--- config.mk ---
export PLATFORM = sky130hd
export DESIGN_NAME = event_completion_tracker_core
export DESIGN_NICKNAME = d
export VERILOG_FILES = /design/src/rtl/ect_pkg.sv /design/src/rtl/ect_front.sv /design/src/rtl/ect_back.sv /design/src/rtl/event_completion_tracker_core.sv
export SDC_FILE = /design/constraint.sdc
export NUM_CORES = 2
export LEC_CHECK = 0
export ABC_AREA = 1
export BUFFER_PORTS_ARGS = -buffer_cell sky130_fd_sc_hd__buf_2
export CAP_MARGIN = 20
export CORE_MARGIN = 8
export CORE_UTILIZATION = 45
export DETAILED_ROUTE_END_ITERATION = 8
export GPL_ROUTABILITY_DRIVEN = 0
export GPL_TIMING_DRIVEN = 0
export PLACE_DENSITY_LB_ADDON = 0.12
export SLEW_MARGIN = 20
export SYNTH_ARGS = -nofsm -noshare
export SYNTH_HDL_FRONTEND = slang
export SYNTH_HIERARCHICAL = 1
export SYNTH_SLANG_ARGS = --single-unit
--- constraint.sdc ---
create_clock -name clk -period 6.2 [get_ports clk]
set_input_delay 0.31 -clock clk [delete_from_list [all_inputs] [get_ports clk]]
set_output_delay 0.31 -clock clk [all_outputs]
set_load 0.01 [all_outputs]
--- src/rtl/ect_pkg.sv ---
package ect_pkg;

  localparam int unsigned KindW = 3;
  localparam int unsigned EvW   = 32;
  localparam int unsigned ConnW = 16;
  localparam int unsigned SeqW  = 48;

  localparam logic [KindW-1:0] KIND_RECORD  = 3'd0;
  localparam logic [KindW-1:0] KIND_DESTROY = 3'd1;
  localparam logic [KindW-1:0] KIND_COLLECT = 3'd2;
  localparam logic [KindW-1:0] KIND_QUERY   = 3'd3;
  localparam logic [KindW-1:0] KIND_ISSUED  = 3'd4;
  localparam logic [KindW-1:0] KIND_DRAINED = 3'd5;

  // One classified request as it travels from the front to the back.
  typedef struct packed {
    logic [KindW-1:0] kind;
    logic [EvW-1:0]   event_id;
    logic [ConnW-1:0] conn_id;
    logic [SeqW-1:0]  seq;
    logic             query_ok;
    logic             seq_zero;
  } req_t;

endpackage

--- src/rtl/ect_front.sv ---
// Input side: registers each beat into a two-entry queue for the back end.
module ect_front
  import ect_pkg::*;
(
  input  logic                 clk,
  input  logic                 rst_n,
  input  logic                 in_valid,
  output logic                 in_stall,
  input  logic [KindW-1:0]     in_kind,
  input  logic [EvW-1:0]       in_event_id,
  input  logic [ConnW-1:0]     in_conn_id,
  input  logic [SeqW-1:0]      in_recorded_seq,
  input  logic                 in_query_ok,
  input  logic [SeqW-1:0]      in_drained_count,
  output logic                 req_valid,
  output req_t                 req,
  input  logic                 req_take
);

  req_t       q_r [2];
  logic [1:0] cnt_r, cnt_nxt;
  logic       rd_r, rd_nxt;
  logic       wr_en;
  req_t       incoming;

  assign in_stall  = (cnt_r == 2'd2);
  assign wr_en     = in_valid && !in_stall;
  assign req_valid = (cnt_r != 2'd0);
  assign req       = q_r[rd_r];

  always_comb begin
    incoming.kind     = in_kind;
    incoming.event_id = in_event_id;
    incoming.conn_id  = in_conn_id;
    // The drain count rides in the sequence field, since kinds never need both.
    incoming.seq      = (in_kind == KIND_DRAINED) ? in_drained_count : in_recorded_seq;
    incoming.query_ok = in_query_ok;
    incoming.seq_zero = (in_recorded_seq == '0);
  end

  always_comb begin
    cnt_nxt = cnt_r + {1'b0, wr_en} - {1'b0, req_take};
    rd_nxt  = req_take ? !rd_r : rd_r;
  end

  always_ff @(posedge clk) begin
    if (!rst_n) begin
      cnt_r <= 2'd0;
      rd_r  <= 1'b0;
    end else begin
      cnt_r <= cnt_nxt;
      rd_r  <= rd_nxt;
    end
  end

  always_ff @(posedge clk) begin
    if (wr_en) begin
      q_r[rd_r ^ cnt_r[0]] <= incoming;
    end
  end

`ifndef NO_ASSERTIONS
  a_no_take_empty: assert property (@(posedge clk) disable iff (!rst_n)
    req_take |-> req_valid) else $error("take from empty queue");
  a_cnt_range: assert property (@(posedge clk) disable iff (!rst_n)
    cnt_r != 2'd3) else $error("queue count overflow");
  a_full_stall: assert property (@(posedge clk) disable iff (!rst_n)
    (cnt_r == 2'd2 && !req_take) |=> in_stall) else $error("full queue not stalling");
`endif

endmodule

--- src/rtl/ect_back.sv ---
// Back end: walks the slot table one slot per cycle while not stalled.
module ect_back
  import ect_pkg::*;
#(
  parameter int unsigned SLOTS = 8
) (
  input  logic             clk,
  input  logic             rst_n,
  input  logic             req_valid,
  input  req_t             req,
  output logic             req_take,
  output logic             out_valid,
  input  logic             out_stall,
  output logic [EvW-1:0]   out_batch_event,
  output logic [SeqW-1:0]  out_batch_seq,
  output logic             out_last,
  output logic             out_known_locally,
  output logic [SeqW-1:0]  out_issued_count
);

  localparam int unsigned IW = (SLOTS > 1) ? $clog2(SLOTS) : 1;
  localparam int unsigned CW = $clog2(SLOTS + 1);
  localparam logic [IW-1:0] ILAST = IW'(SLOTS - 1);
  localparam logic [CW-1:0] CMAX  = CW'(SLOTS);

  localparam logic [2:0] S_IDLE  = 3'd0;
  localparam logic [2:0] S_SCAN  = 3'd1;
  localparam logic [2:0] S_PRIM  = 3'd2;
  localparam logic [2:0] S_OTHER = 3'd3;
  localparam logic [2:0] S_EMIT  = 3'd4;
  localparam logic [2:0] S_FLUSH = 3'd5;

  logic [EvW-1:0]   sev_r   [SLOTS];
  logic [SeqW-1:0]  srec_r  [SLOTS];
  logic [SeqW-1:0]  scmp_r  [SLOTS];
  logic [ConnW-1:0] sconn_r [SLOTS];

  logic [2:0]      st_r;
  req_t            cur_r;
  logic [IW-1:0]   idx_r;
  logic [IW-1:0]   vic_r;
  logic [SeqW-1:0] vseq_r;
  logic [EvW-1:0]  hev_r;
  logic [SeqW-1:0] pseq_r;
  logic [CW-1:0]   count_r;
  logic [SeqW-1:0] ctr_r, issued_r, drained_r;

  logic            ov_r, olast_r, oknown_r;
  logic [EvW-1:0]  oev_r;
  logic [SeqW-1:0] oseq_r;
  logic [SeqW-1:0] oissued_r;
  logic            out_free;
  logic            ld_out;

  logic [EvW-1:0]   e_i;
  logic [SeqW-1:0]  r_i, c_i;
  logic [ConnW-1:0] n_i;
  logic             hit, idx_end, done_i, other_ok, prim_known;

  assign out_free = !ov_r || !out_stall;
  assign e_i = sev_r[idx_r];
  assign r_i = srec_r[idx_r];
  assign c_i = scmp_r[idx_r];
  assign n_i = sconn_r[idx_r];
  assign hit = (e_i == cur_r.event_id);
  assign idx_end = (idx_r == ILAST);
  assign other_ok = (e_i != '0) && !hit && (r_i != c_i) && (n_i == cur_r.conn_id);
  assign prim_known = hit && (issued_r == drained_r) && (r_i == c_i);
  assign req_take = (st_r == S_IDLE) && req_valid;

  // A beat is loaded into the output register in this cycle.
  assign ld_out = out_free && ((st_r == S_PRIM && prim_known) ||
                               (st_r == S_OTHER && count_r != CMAX && other_ok) ||
                               st_r == S_FLUSH || st_r == S_EMIT);

  assign out_valid         = ov_r;
  assign out_batch_event   = oev_r;
  assign out_batch_seq     = oseq_r;
  assign out_last          = olast_r;
  assign out_known_locally = oknown_r;
  assign out_issued_count  = oissued_r;

  // Scan stop for non-collect kinds.
  always_comb begin
    done_i = idx_end;
    unique case (cur_r.kind)
      KIND_RECORD: done_i = hit || idx_end;
      KIND_QUERY:  done_i = (hit && r_i == cur_r.seq) || idx_end;
      default:     done_i = idx_end;
    endcase
  end

  always_ff @(posedge clk) begin
    if (!rst_n) begin
      st_r      <= S_IDLE;
      ov_r      <= 1'b0;
      count_r   <= '0;
      ctr_r     <= '0;
      issued_r  <= '0;
      drained_r <= '0;
      for (int k = 0; k < SLOTS; k++) begin
        sev_r[k]   <= '0;
        srec_r[k]  <= '0;
        scmp_r[k]  <= '0;
        sconn_r[k] <= '0;
      end
    end else begin
      ov_r <= ld_out || (ov_r && out_stall);
      unique case (st_r)
        S_IDLE: begin
          if (req_valid) begin
            cur_r   <= req;
            idx_r   <= '0;
            vic_r   <= '0;
            vseq_r  <= srec_r[0];
            hev_r   <= req.event_id;
            pseq_r  <= '0;
            count_r <= CW'(1);
            if (req.kind == KIND_RECORD) ctr_r <= ctr_r + 1'b1;
            if (req.kind == KIND_COLLECT) st_r <= S_PRIM;
            else if (req.kind == KIND_DESTROY || req.kind == KIND_RECORD ||
                     (req.kind == KIND_QUERY && req.query_ok && !req.seq_zero))
              st_r <= S_SCAN;
            else begin
              if (req.kind == KIND_ISSUED) issued_r <= issued_r + 1'b1;
              if (req.kind == KIND_DRAINED) drained_r <= req.seq;
              st_r <= S_EMIT;
            end
          end
        end
        S_SCAN: begin
          case (cur_r.kind)
            KIND_RECORD: begin
              if (hit) begin
                srec_r[idx_r]  <= ctr_r;
                sconn_r[idx_r] <= cur_r.conn_id;
              end else if (idx_end) begin
                if (r_i < vseq_r) begin
                  sev_r[idx_r] <= cur_r.event_id; srec_r[idx_r] <= ctr_r;
                  scmp_r[idx_r] <= '0; sconn_r[idx_r] <= cur_r.conn_id;
                end else begin
                  sev_r[vic_r] <= cur_r.event_id; srec_r[vic_r] <= ctr_r;
                  scmp_r[vic_r] <= '0; sconn_r[vic_r] <= cur_r.conn_id;
                end
              end else if (r_i < vseq_r) begin
                vic_r  <= idx_r;
                vseq_r <= r_i;
              end
            end
            KIND_DESTROY: begin
              if (hit) begin
                sev_r[idx_r] <= '0; srec_r[idx_r] <= '0;
                scmp_r[idx_r] <= '0; sconn_r[idx_r] <= '0;
              end
            end
            KIND_QUERY: begin
              if (hit && r_i == cur_r.seq) scmp_r[idx_r] <= cur_r.seq;
            end
            default: ;
          endcase
          idx_r <= idx_r + 1'b1;
          if (done_i) st_r <= S_EMIT;
        end
        S_PRIM: begin
          if (prim_known) begin
            // Primary is already complete with nothing in flight.
            if (out_free) begin
              oev_r <= '0; oseq_r <= '0;
              olast_r <= 1'b1; oknown_r <= 1'b1; oissued_r <= issued_r;
              st_r <= S_IDLE;
            end
          end else if (hit) begin
            pseq_r <= r_i;
            idx_r  <= '0;
            st_r   <= S_OTHER;
          end else if (idx_end) begin
            idx_r <= '0;
            st_r  <= S_OTHER;
          end else begin
            idx_r <= idx_r + 1'b1;
          end
        end
        S_OTHER: begin
          // Each batch entry is held back one step so that the final beat
          // can carry out_last.
          if (count_r == CMAX) begin
            st_r <= S_FLUSH;
          end else if (other_ok) begin
            if (out_free) begin
              oev_r <= hev_r; oseq_r <= pseq_r;
              olast_r <= 1'b0; oknown_r <= 1'b0; oissued_r <= issued_r;
              hev_r   <= e_i;
              pseq_r  <= r_i;
              count_r <= count_r + 1'b1;
              idx_r   <= idx_r + 1'b1;
              if (idx_end) st_r <= S_FLUSH;
            end
          end else begin
            idx_r <= idx_r + 1'b1;
            if (idx_end) st_r <= S_FLUSH;
          end
        end
        S_FLUSH: begin
          if (out_free) begin
            oev_r <= hev_r; oseq_r <= pseq_r;
            olast_r <= 1'b1; oknown_r <= 1'b0; oissued_r <= issued_r;
            st_r <= S_IDLE;
          end
        end
        S_EMIT: begin
          if (out_free) begin
            oev_r <= '0; oseq_r <= '0;
            olast_r <= 1'b1; oknown_r <= 1'b0; oissued_r <= issued_r;
            st_r <= S_IDLE;
          end
        end
        default: st_r <= S_IDLE;
      endcase
    end
  end

`ifndef NO_ASSERTIONS
  a_take_idle: assert property (@(posedge clk) disable iff (!rst_n)
    req_take |-> st_r == S_IDLE) else $error("request taken while busy");
  a_count_bound: assert property (@(posedge clk) disable iff (!rst_n)
    count_r <= CMAX) else $error("batch exceeds table size");
  a_known_last: assert property (@(posedge clk) disable iff (!rst_n)
    (ov_r && oknown_r) |-> olast_r) else $error("known beat not last");
`endif

endmodule

--- src/rtl/event_completion_tracker_core.sv ---
// Tracks up to SLOTS events by handle and answers record, destroy, collect,
// query-result and copy-counter requests. A queue of two requests separates
// the input from the table engine, which visits one slot per cycle unless an
// output stall holds it, and takes no new request until it is done with the
// last. A collect emits one result beat per batch entry, the last marked by
// out_last. The slot scan of the engine sets the rate.
module event_completion_tracker_core
  import ect_pkg::*;
#(
  parameter int unsigned SLOTS = 8
) (
  input  logic             clk,
  input  logic             rst_n,
  input  logic             in_valid,
  output logic             in_stall,
  input  logic [KindW-1:0] in_kind,
  input  logic [EvW-1:0]   in_event_id,
  input  logic [ConnW-1:0] in_conn_id,
  input  logic [SeqW-1:0]  in_recorded_seq,
  input  logic             in_query_ok,
  input  logic [SeqW-1:0]  in_drained_count,
  output logic             out_valid,
  input  logic             out_stall,
  output logic [EvW-1:0]   out_batch_event,
  output logic [SeqW-1:0]  out_batch_seq,
  output logic             out_last,
  output logic             out_known_locally,
  output logic [SeqW-1:0]  out_issued_count
);

  logic req_valid, req_take;
  req_t req;

  ect_front u_front (
    .clk, .rst_n, .in_valid, .in_stall, .in_kind, .in_event_id, .in_conn_id,
    .in_recorded_seq, .in_query_ok, .in_drained_count,
    .req_valid, .req, .req_take
  );

  ect_back #(.SLOTS(SLOTS)) u_back (
    .clk, .rst_n, .req_valid, .req, .req_take, .out_valid, .out_stall,
    .out_batch_event, .out_batch_seq, .out_last, .out_known_locally,
    .out_issued_count
  );

endmodule
# == Yosys cells after proc, flatten, opt, wreduce, memory -nomap -nowiden ==
# Memories as Yosys holds them, arrays and structs flattened. A register that Yosys moved wholly into a read port is not among the register bits.
# Index checks and enable logic that the tools add are counted.
# classes
muxes,148
n_eq_ne,39
n_reduce_logical,65
magnitude_cmp,1
bitwise_logic,10
addsub,6
# op_table
operator,count
$mux W48,29
$mux W32,12
$pmux W48 S3,2
$pmux W48 S4,1
$reduce_or A48 Y1,4
$eq A48 B48 Y1,3
$pmux W32 S4,1
$mux W3,35
$add A48 B1 Y48 const B,2
$pmux W48 S2,1
$mux W16,4
$pmux W32 S2,1
$reduce_or A32 Y1,2
$mux W1,51
$logic_not A48 Y1,1
$lt A48 B48 Y1,1
$ne A48 B48 Y1,1
$eq A32 B32 Y1,1
$reduce_bool A32 Y1,1
$reduce_or A16 Y1,2
$reduce_and A5 Y1,5
$reduce_and A6 Y1,4
$eq A3 B3 Y1 const B,6
$eq A16 B16 Y1,1
other kinds (36),98
# word_totals
word_cells,296
out_inout_bits,132
inputBits,152
ramBits,1354
mem_count,5
reg_bits,518
# mem_list
memory,words,word_bits,read_ports,rd_clocked_by_memory_dff,write_ports,line_no,text
u_back.scmp_r,8,48,1,1,8,ect_back.sv:35,logic [SeqW-1:0] scmp_r [SLOTS];
u_back.srec_r,8,48,2,1,8,ect_back.sv:34,logic [SeqW-1:0] srec_r [SLOTS];
u_back.sev_r,8,32,1,1,8,ect_back.sv:33,logic [EvW-1:0] sev_r [SLOTS];
u_front.q_r,2,101,1,1,1,ect_front.sv:20,req_t q_r [2];
u_back.sconn_r,8,16,1,1,8,ect_back.sv:36,logic [ConnW-1:0] sconn_r [SLOTS];

# == Longest topological paths before layout ==
# depth
word_depth,13
depth_mapped,32
mapped_depth_nobuf,25

# == Modules after synthesis ==
# The synthesis kept the hierarchy.
# modules_own_cells
mod,cells_each,area_per_inst_um2,seq_area_each_um2,n_inst
ect_back,8930,79343.6,48596.6,1
ect_front,530,8763.4,6145.9,1

# == Least setup slack after synthesis ==
# No wires, ideal clock.
# synth_timing
path_kind,reg2reg
from,register with a tool-made name
to,"register u_back.oev_r[0], in the netlist u_back/out_batch_event[0], enable pin"
t_required_ps,5681
n_path_buf,7
arrival_ps,5799
setup_ps,519
synth_period_minus_slack_ps,6318
path_slack_ps,-118
stages_incl_launch_ff,25
cell_sequence,dfxtp_1 > buf_4 > inv_2 > buf_6 > buf_6 > buf_6 > buf_6 > buf_4 > buf_2 > nand2_1 > nand3_1 > nand2_1 > o21ai_0 > nand2_1 > nand2_1 > nand2_1 > nor2_1 > nand2_1 > nor2_1 > nand3_1 > nor2_1 > nand2_1 > nand2_1 > nand3_1 > nor2_1
# synth_rtl
item,line_no,text
to (signal assigned),ect_back.sv:190,oev_r <= hev_r; oseq_r <= pseq_r;
to (signal assigned),ect_back.sv:205,oev_r <= hev_r; oseq_r <= pseq_r;
to (decl),ect_back.sv:49,logic [EvW-1:0] oev_r;

==> reports/metrics.yaml <==
cp-start-kind: "flop"
syn-instance-count: 9460
wl_mm: 375.6
ys_warn_count: 6
die_x_um: 458.5
cp-end-kind: "flop"
required_ns: 6.78
grt_pass1_wl_mm: 513.8
cts.sinks: 1876
leakagePower_nw: 42.28
finalPower_w: 0.04866
post_drt_wl_per_cell_um: 28.96
portBuffers: 283
crit_path_top_delay_cell: "clkdlybuf4s18_2"
cp.depth: 22
setup_slack_ns: -0.2280
fin_nets: 10369
syn2layout_area_growth_pct: 16.50
drc_errors: 12
stdcell_area_sq_um: 102600
final_common_cell: "nand2_1"
ant_nets: 0
post-dp-hpwl_mm: 263.7
grt.overflow.total: 0
regArea_sq_um: 54740
cp_max_fo: 19
skew_ns: 0.06280
multi_input_area_sq_um: 27680
drive_above_1_share: 0.1185
chipHeight_um: 458.5
yosys_most_used_dff: "edfxtp_1"
vdd_drop_max_uv: 312.0
cp_cell_sequence: "buf_4, buf_4, buf_2, clkdlybuf4s18_2, nand2_1, nand2_1, ha_1, a21oi_1, o21a_1, o221ai_2, nand2_1, nand3_1, a21oi_2, nand2_4, nand2_2, nand2_1, nand2_2, buf_2, nand3_1, buf_2, nand2_8, buf_16"
start_util: 0.4523
maxSlewHeadroom: 0.08637
max_slew.worst_pin.slew_ns: 1.370
synth_cell_types: 55
vias_per_cell: 5.758
violations: "DRC, setup timing"
synth.avg_cell_area_sq_um: 9.314
power.density_nw_per_um2: 474.1
layout_min_cycle_time_ns: 6.428
num_vias: 74680
synthArstFlopShare: 0
grt_antenna_before_repair: 14
numCtsBuffers: 199
grt_max_degree: 38
crit_top_cell: "nand2_1"
drtIter0Drc: 11543
hold_depth: 3
critPathBufInv: 7
io_pins: 284
fin_util: 0.5270
hold_class: "input pin to flop"
root_buffer: "clkbuf_16"
slew_violations: 0
setup_viol: 466
coreArea_sq_um: 194800
first_global_vias: 68568
synth_area_sq_um: 88110
syn_nets: 9671
critical_path.max_stage_delay_ns: 0.54
layout_common_cells: "nand2_1 (2457), nor2_1 (1997), edfxtp_1 (1717)"
h-tree-depth: 4
grt_usage: 0.3433
period_share: 1.037
postPlaceCellArea_sq_um: 94180
max_freq_ghz: 0.1556
critPathTopFamily: "buffers and inverters"
status: "complete, but fails checks"
ys_ff_latch: 1876
cap_violations: 0
tritoncts: "done"
die-area_sq_um: 210200
cts_buffer_depth: 3
rr_worst_depth: 22
first_pass_iters: 9
clkSlewWorstSetupHoldPaths_ns: 0.06
placementRows: 162
hold_viol: 0
seq_area_frac_synth: 0.6213
nFillCells: 17687
cp_data_arrival_time_ns: 7.01
synth-edff-count: 1717
worstSetupPathType: "flop to flop"
insertion_delay_ns: 0.89
cells by family after synthesis:
logic type / count (synthesis) / synth area share
flip-flops: 1876 / 0.6213
AND/OR/NAND/NOR: 5409 / 0.2474
adder cells (fa/ha/maj): 59 / 0.008379
XOR/XNOR: 64 / 0.006362
AO/OA/AOI/OAI: 494 / 0.02906
multiplexers: 101 / 0.01674
buffers and inverters: 1457 / 0.07072
Yosys cell counts (all sizes together) (2+ instances only):
cell | count | area, sq um
a211oi | 4 | 30.03
a21oi | 96 | 480.5
a31oi | 4 | 25.02
buf | 350 | 2076
clkbuf | 148 | 555.5
clkinv | 3 | 11.26
dfxtp | 159 | 3183
edfxtp | 1717 | 51560
ha | 59 | 738.2
inv | 956 | 3588
mux2 | 101 | 1475
nand2 | 2510 | 9447
nand3 | 640 | 3203
nand3b | 48 | 372.9
nand4 | 43 | 275.3
nor2 | 2008 | 7562
nor3 | 69 | 356.6
nor3b | 7 | 52.55
nor4 | 27 | 168.9
o211ai | 3 | 22.52
o21a | 8 | 60.06
o21ai | 366 | 1836
o21ba | 3 | 30.03
o22ai | 3 | 18.77
or2 | 52 | 325.3
or4 | 2 | 15.01
xnor2 | 24 | 210.2
xor2 | 40 | 350.3
flip-flops by register name (all words and copies together) (netlist names), 3 cells and up, named ones only:
register / cells
u_back/sconn_r: 128
u_back/out_issued_count: 48
u_back/hev_r: 32
u_back/scmp_r: 384
u_back/st_r: 3
u_back/sev_r: 256
u_front/q_r: 202
u_back/srec_r: 384
u_back/out_batch_seq: 48
u_back/count_r: 4
u_back/pseq_r: 48
u_back/out_batch_event: 32
u_back/cur_r: 99
u_back/vic_r: 3
u_back/ctr_r: 48
u_back/issued_r: 48
u_back/drained_r: 48
u_back/vseq_r: 48
u_back/idx_r: 3
worst paths after layout:
kind / from / end / slack, ns
worst max-delay path: flop / u_back/sev_r[0][10] / -0.23
worst min-delay path: in_drained_count[3] / u_front/q_r[0][5] / 0.07
worst max register to register: flop / u_back/sev_r[0][10] / -0.23
worst min register to register: u_back/drained_r[35] / u_back/drained_r[35] / 0.50
final cells by class:
cell class              instances  share of cell area
flip-flops and latches       1876              0.5333
multi-input cells            6132              0.2697
clock buffers                 262             0.05153
repair buffers                493             0.04002
inverters                     959             0.03508
well taps                    2624             0.03199
plain buffers                 497             0.02779
clock inverters               109             0.01015
diodes                         18           0.0004388
power by group:
part | internal, W | switching [W] | total, W
logic | 0.00495 | 0.0156 | 0.0206
registers | 0.0156 | 0.000687 | 0.0163
clock network | 0.00651 | 0.00526 | 0.0118
layer usage:
metal | global-route usage | vias to the layer above | routed length, um
li1 | - | 32081 | -
met1 | 0.4320 | 35838 | 134900
met2 | 0.5085 | 5448 | 158400
met3 | 0.1088 | 1299 | 51470
met4 | 0.2288 | 14 | 30750
met5 | 0 | - | 101
what timing repair did:
action | CTS | global route
cloned | 3 | 2
pin swaps | 0 | 6
hold buffers | 150 | 0
setup buffers | 0 | 9
resized for setup | 118 | 41
hold endpoints to repair | 207 | 0
endpoints found under the setup margin | 2491 | 536
through the flow:
step / cells / hold slack [ns] / worst slack, ns / TNS (ns)
detailed placement: 12418 / 0.4784 / -1.969 / -2736.95
CTS: 12941 / 0.009103 / 0.002371 / 0
floorplan: 9460 / 0.4035 / 0.4325 / 0
global placement: 12367 / 0.4824 / -4.701 / -6762.64
finish: 12970 / 0.07070 / -0.2280 / -48.73
global route: 12955 / 0.02172 / -0.01173 / -0.09275
tightest hold or removal path, delay by kind of cell:
| kind | cells | cell delay (ns) |
|---|---|---|
| AOI/OAI and AO/OA | 1 | 0.23 |
| buffers and inverters | 2 | 0.14 |
Note: power is estimated with default switching activity, not from simulation.
